===== config.mk =====
export PLATFORM = sky130hd
export DESIGN_NAME = fkin_fifo
export DESIGN_NICKNAME = d
export VERILOG_FILES = /design/src/rtl/fkin_fifo.sv
export SDC_FILE = /design/constraint.sdc
export NUM_CORES = 1
export LEC_CHECK = 0
export BUFFER_PORTS_ARGS = -buffer_cell sky130_fd_sc_hd__buf_2
export CAP_MARGIN = 20
export CORE_UTILIZATION = 50
export CTS_CLUSTER_DIAMETER = 80
export DETAILED_ROUTE_END_ITERATION = 16
export HOLD_SLACK_MARGIN = 0.02
export PLACE_DENSITY_LB_ADDON = 0.05
export SYNTH_ARGS = -nofsm -noshare
export SYNTH_HDL_FRONTEND = slang
export SYNTH_SLANG_ARGS = --single-unit

===== constraint.sdc =====
create_clock -name clock -period 2.1 [get_ports clock]
set_input_delay 0.21 -clock clock [delete_from_list [all_inputs] [get_ports clock]]
set_output_delay 0.21 -clock clock [all_outputs]
set_load 0.05 [all_outputs]

===== src/rtl/fkin_fifo.sv =====
// ----------------------------------------------------------------------------
// fkin_fifo
// Small synchronous queue with registered pointers and a fill count.
// ----------------------------------------------------------------------------
module fkin_fifo #(
   parameter int WIDTH = 8,
   parameter int DEPTH = 4
) (
   input  logic             clock,
   input  logic             reset,
   input  logic             push,
   input  logic [WIDTH-1:0] wdata,
   output logic             full,
   input  logic             pop,
   output logic [WIDTH-1:0] rdata,
   output logic             empty
);

   localparam int PtrW = $clog2(DEPTH);
   localparam int CntW = $clog2(DEPTH + 1);

   logic [WIDTH-1:0] mem [DEPTH];
   logic [PtrW-1:0]  wr_ptr_ff, wr_ptr_in;
   logic [PtrW-1:0]  rd_ptr_ff, rd_ptr_in;
   logic [CntW-1:0]  count_ff, count_in;
   logic             do_push, do_pop;

   assign full    = (count_ff == CntW'(DEPTH));
   assign empty   = (count_ff == '0);
   assign do_push = push && !full;
   assign do_pop  = pop && !empty;
   assign rdata   = mem[rd_ptr_ff];

   always_comb begin
      wr_ptr_in = wr_ptr_ff;
      rd_ptr_in = rd_ptr_ff;
      count_in  = count_ff;
      if (do_push) begin
         wr_ptr_in = (wr_ptr_ff == PtrW'(DEPTH - 1)) ? '0 : wr_ptr_ff + 1'b1;
      end
      if (do_pop) begin
         rd_ptr_in = (rd_ptr_ff == PtrW'(DEPTH - 1)) ? '0 : rd_ptr_ff + 1'b1;
      end
      if (do_push && !do_pop) begin
         count_in = count_ff + 1'b1;
      end else if (do_pop && !do_push) begin
         count_in = count_ff - 1'b1;
      end
   end

   always_ff @(posedge clock) begin
      if (reset) begin
         wr_ptr_ff <= '0;
         rd_ptr_ff <= '0;
         count_ff  <= '0;
      end else begin
         wr_ptr_ff <= wr_ptr_in;
         rd_ptr_ff <= rd_ptr_in;
         count_ff  <= count_in;
      end
   end

   always_ff @(posedge clock) begin
      if (do_push) begin
         mem[wr_ptr_ff] <= wdata;
      end
   end

endmodule


# == Word level (Yosys, flattened, before mapping) ==
# Memory sizes are Yosys's and may differ from the RTL's. A register that Yosys moved wholly into a read port is not among the register bits.
# Cells that the tools add are included.
# word_totals
register_bits,7
latchBits,0
ramBits,32
rom_bits,0
inputBits,12
out_inout_bits,10
wordCells,29
memories,1
# mem_list
name,words,width,read_ports,rd_clocked_by_memory_dff,write_ports,line,rtl
mem,4,8,1,1,1,22,logic [WIDTH-1:0] mem [DEPTH];
# classes
add_sub_neg,4
mul,0
div,0
magnitude_cmp,0
n_eq_ne,3
shift,0
n_mux,8
bitwise,0
reduce_logical,10
# ops
operator,count
two-way mux 2 bit,4
two-way mux 3 bit,2
"adder 2 x 1 -> 2 bit, second input constant",2
"equality test 2 bit, second input constant",2
logical AND 1 bit,4
zero test 1 bit,4
"adder 3 x 1 -> 3 bit, second input constant",1
"equality test 3 bit, second input constant",1
zero test 3 bit,1
"subtractor 3 x 1 -> 3 bit, second input constant",1
two-way mux 1 bit,2
nonzero test 2 bit,1

# == Depth between registers and ports, before layout ==
# logic_depth
ltp_word,7
ltp_mapped,10
ltp_nobuf,9

# == Least setup slack after synthesis ==
# No wires, ideal clock.
# synth_timing
path_kind,flip-flop to flip-flop
from,register count_ff[0]
to,register count_ff[2]
setup_ns,0.070
t_arrival_ns,2.188
required_time_ns,2.030
setup_slack_ns,-0.158
stages_incl_launch_ff,11
path_buffers,1
period_less_slack_ns,2.258
path_cell_list,dfxtp_1 -> or3b_1 -> buf_6 -> clkinv_4 -> nor2_2 -> ha_1 -> inv_1 -> fa_1 -> xor2_1 -> or3_2 -> a21oi_1
# synth_via
elab_chain_cells,6
elab_cells_between_ends,15
cone_classes,2 x add/sub; 1 x eq/ne; 2 x mux; 10 x reduce/logical
# synth_rtl
item,line,rtl
from (decl),25,"logic [CntW-1:0] count_ff, count_in;"
from (signal assigned),59,count_ff <= count_in;
equality test 3 bit (*),28,assign full = (count_ff == CntW'(DEPTH));
via full,13,"output logic full,"
zero test 1 bit (*),30,assign do_push = push && !full;
logical AND 1 bit (*),30,
via do_push,26,"logic do_push, do_pop;"
zero test 1 bit,46,end else if (do_pop && !do_push) begin
logical AND 1 bit,46,
nonzero test 2 bit (no source line),--,
# The timed path passes the listed nets; every way through them passes the cells marked *. The select of a mux whose other input is x is not followed.
# A chain may end at the register's enable or synchronous reset.

# == Worst setup path after layout ==
# layout_timing
from,register count_ff[2]
to,register count_ff[2]
# layout_via
elab_chain_cells,6
elab_cells_between_ends,15
cone_classes,2 x add/sub; 1 x eq/ne; 2 x mux; 10 x reduce/logical
# layout_rtl
item
branches (longest 6 deep; another with subtractor 3 x 1 -> 3 bit)
# Parallel ways; which one is timed is not known. The select of a mux whose other input is x is not followed.

==> results.sh <==
export IMPL_grt_max_degree=13
export IMPL_r2r_end="count_ff[2]"
export IMPL_gr_total_overflow=0
export IMPL_leakage_nw=0.740
export IMPL_fin_util_pct=64.3
export IMPL_io_pins=22
export IMPL_fmax_ghz=0.504
export IMPL_grt_pass1_wl_um=3880
export IMPL_fp_dieW_um=59.4
export IMPL_grt_pass1_vias=846
export IMPL_hold_path_class="input pin to flop"
export IMPL_reg2reg_from="count_ff[2]"
export IMPL_crit_start="count_ff[2]"
export IMPL_powerDensity_nw_per_um2=1260
export IMPL_hold_violations=0
export IMPL_groute_usage_overall_pct=16.2
export IMPL_synth_ff_type="edfxtp_1"
export IMPL_regArea_um2=1150
export IMPL_grt_setup_unrepaired="false"
export IMPL_viasPerCell=5.12
export IMPL_ant_nets=0
export IMPL_antennaDiodeCount=0
export IMPL_slew_headroom_pct=72.6
export IMPL_outcome="complete, no violations"
export IMPL_first_pass_iters=4
export IMPL_synth_top_area_cell="edfxtp_1"
export IMPL_drc=0
export IMPL_r2r_slack_ps=120
export IMPL_cts_tree="done"
export IMPL_start_util_pct=53.5
export IMPL_antenna_found_initial=0
export IMPL_ir_drop_mv=0.618
export IMPL_post_drt_wl_per_cell_um=14.9
export IMPL_ys_warn_count=0
export IMPL_finalSetupViolCount=0
export IMPL_synth_cell_types=26
export IMPL_synthTopCellsByArea="edfxtp_1, dfxtp_1, mux4_2"
export IMPL_crit_end="count_ff[2]"
export IMPL_required_ps=2370
export IMPL_clockBufferDepth=2
export IMPL_synthCells=92
export IMPL_instances_no_fill=169
export IMPL_synth_nets=111
export IMPL_cp_end_kind="flop"
export IMPL_post_route_period_util_pct=94.5
export IMPL_syn_avg_cell_area_um2=17.9
export IMPL_synth_edf_count=32
export IMPL_cts_sinks=41
export IMPL_core_area_um2=3080
export IMPL_drtIter0Drc=11
export IMPL_multi_input_area_um2=495
export IMPL_vias=866
export IMPL_htree_levels=2
export IMPL_core_rowCount=20
export IMPL_clkLatencyLatePin_ps=330
export IMPL_wirelength_um=2520
export IMPL_cts_buffers_inserted=5
export IMPL_root_buffer="clkbuf_4"
export IMPL_die_h_um=59.4
export IMPL_yosys_top_cells_count="edfxtp_1, dfxtp_1, mux4_2"
export IMPL_synth_async_reset_ratio_pct=0
export IMPL_fin_crit_ps=1980
export IMPL_crit_type="flop to flop"
export IMPL_fillerInstances=235
export IMPL_drive_gt1_share_pct=48.0
export IMPL_worst_slew_pin_slew_ps=411
export IMPL_slew_violations=0
export IMPL_dp_cells=160
export IMPL_yosysSeqAreaShare_pct=69.4
export IMPL_synth_most_common_cell="edfxtp_1"
export IMPL_reg2reg_depth=8
export IMPL_dp_hpwl_um=1750
export IMPL_fin_worst_skew_ps=3.89
export IMPL_nets=143
export IMPL_area_growth_pct=20.3
export IMPL_cp_arrival_ps=2260
export IMPL_path_clk_slew_ps=110
export IMPL_netlist_area_um2=1650
export IMPL_start_kind="flop"
export IMPL_place_port_buffers=21
export IMPL_cap_violations=0
export IMPL_crit_path_max_fanout=4
export IMPL_place_gp_congestion=0.715
export IMPL_fp_dieArea_um2=3520
export IMPL_hold_ws_ps=87.1
export IMPL_yosysTopAreaCellShare_pct=58.4
export IMPL_synth_seq_cells=41
export IMPL_setup_tns_ps=0
[kinds of logic after synthesis]
group / Yosys count / synth area share (%)
AO/OA/AOI/OAI: 7 / 3.04
XOR/XNOR: 2 / 1.06
adder cells (fa/ha/maj): 7 / 5.78
buffers and inverters: 9 / 2.89
flip-flops: 41 / 69.4
multiplexers: 10 / 12.2
AND/OR/NAND/NOR: 16 / 5.70
[worst max-delay path, cell delays in order (launching register included)]
cell and delay (ps):
dfxtp_2 330, buf_4 140, o31ai_4 280, ha_4 170, inv_1 50, fa_2 330, xor2_1 160, or3_4 330
a21oi_2 130
[sequential cells by signal, summed over array words and instances, names as in the netlist, named ones only]
| name | flops |
|---|---|
| count_ff | 3 |
| mem | 32 |
| rd_ptr_ff | 2 |
| wr_ptr_ff | 2 |
[worst min path at each step]
stage / start / to / depth (start not counted)
CTS: wdata[6] / mem[0][6] / 1
detailed placement: wdata[0] / mem[3][0] / 1
global route: wdata[6] / mem[0][6] / 1
floorplan: wdata[0] / mem[0][0] / 0
finish: wdata[0] / mem[3][0] / 1
global placement: wdata[3] / mem[2][3] / 1
[cell usage in the layout (no fill, tap or decap), types with 3 or more instances in the layout]
cell type / count
clkbuf_4: 5
and3_2: 4
nor2_1: 3
ha_1: 5
buf_2: 21
buf_4: 8
edfxtp_1: 32
dfxtp_1: 6
inv_1: 4
mux4_2: 8
[cell type report]
cell class,instances,share of cell area (%)
Sequential cell,41,58.0
Multi-Input combinational cell,42,25.0
Timing Repair Buffer,29,8.34
Clock buffer,7,2.78
Tap cell,44,2.78
Inverter,5,1.58
Clock inverter,1,1.52
[metal layers]
metal | global-route usage [%] | wire length, um | up-vias
li1 | - | - | 418
met1 | 17.8 | 1040 | 422
met2 | 27.4 | 1320 | 22
met3 | 6.99 | 129 | 4
met4 | 6.12 | 28 | 0
met5 | 0 | 0 | -
[power breakdown]
group	total [mW]	internal (mW)	leakage, nW	switching (mW)
Combinational	0.932	0.357	0.326	0.575
Clock	0.516	0.284	0.0455	0.231
Sequential	1.06	0.996	0.369	0.0599
Total	2.50	1.64	0.740	0.867
[through the flow]
stage | worst slack, ps | power [mW] | instance area (um^2)
detailed placement | -14.3 | 1.95 | 1860
global route | 49.0 | 2.62 | 1980
finish | 116 | 2.50 | 1980
CTS | 6.79 | 2.47 | 1940
floorplan | 3.21 | 1.74 | 1670
global placement | 38.8 | 1.93 | 1860
[what timing repair did]
item,4_1_cts,5_1_grt
pin swaps,1,4
buffers inserted,0,1
endpoints found under the setup margin,1,1
hold buffers,0,0
gates resized for setup,1,5
Power figures use the tool's default switching activity.
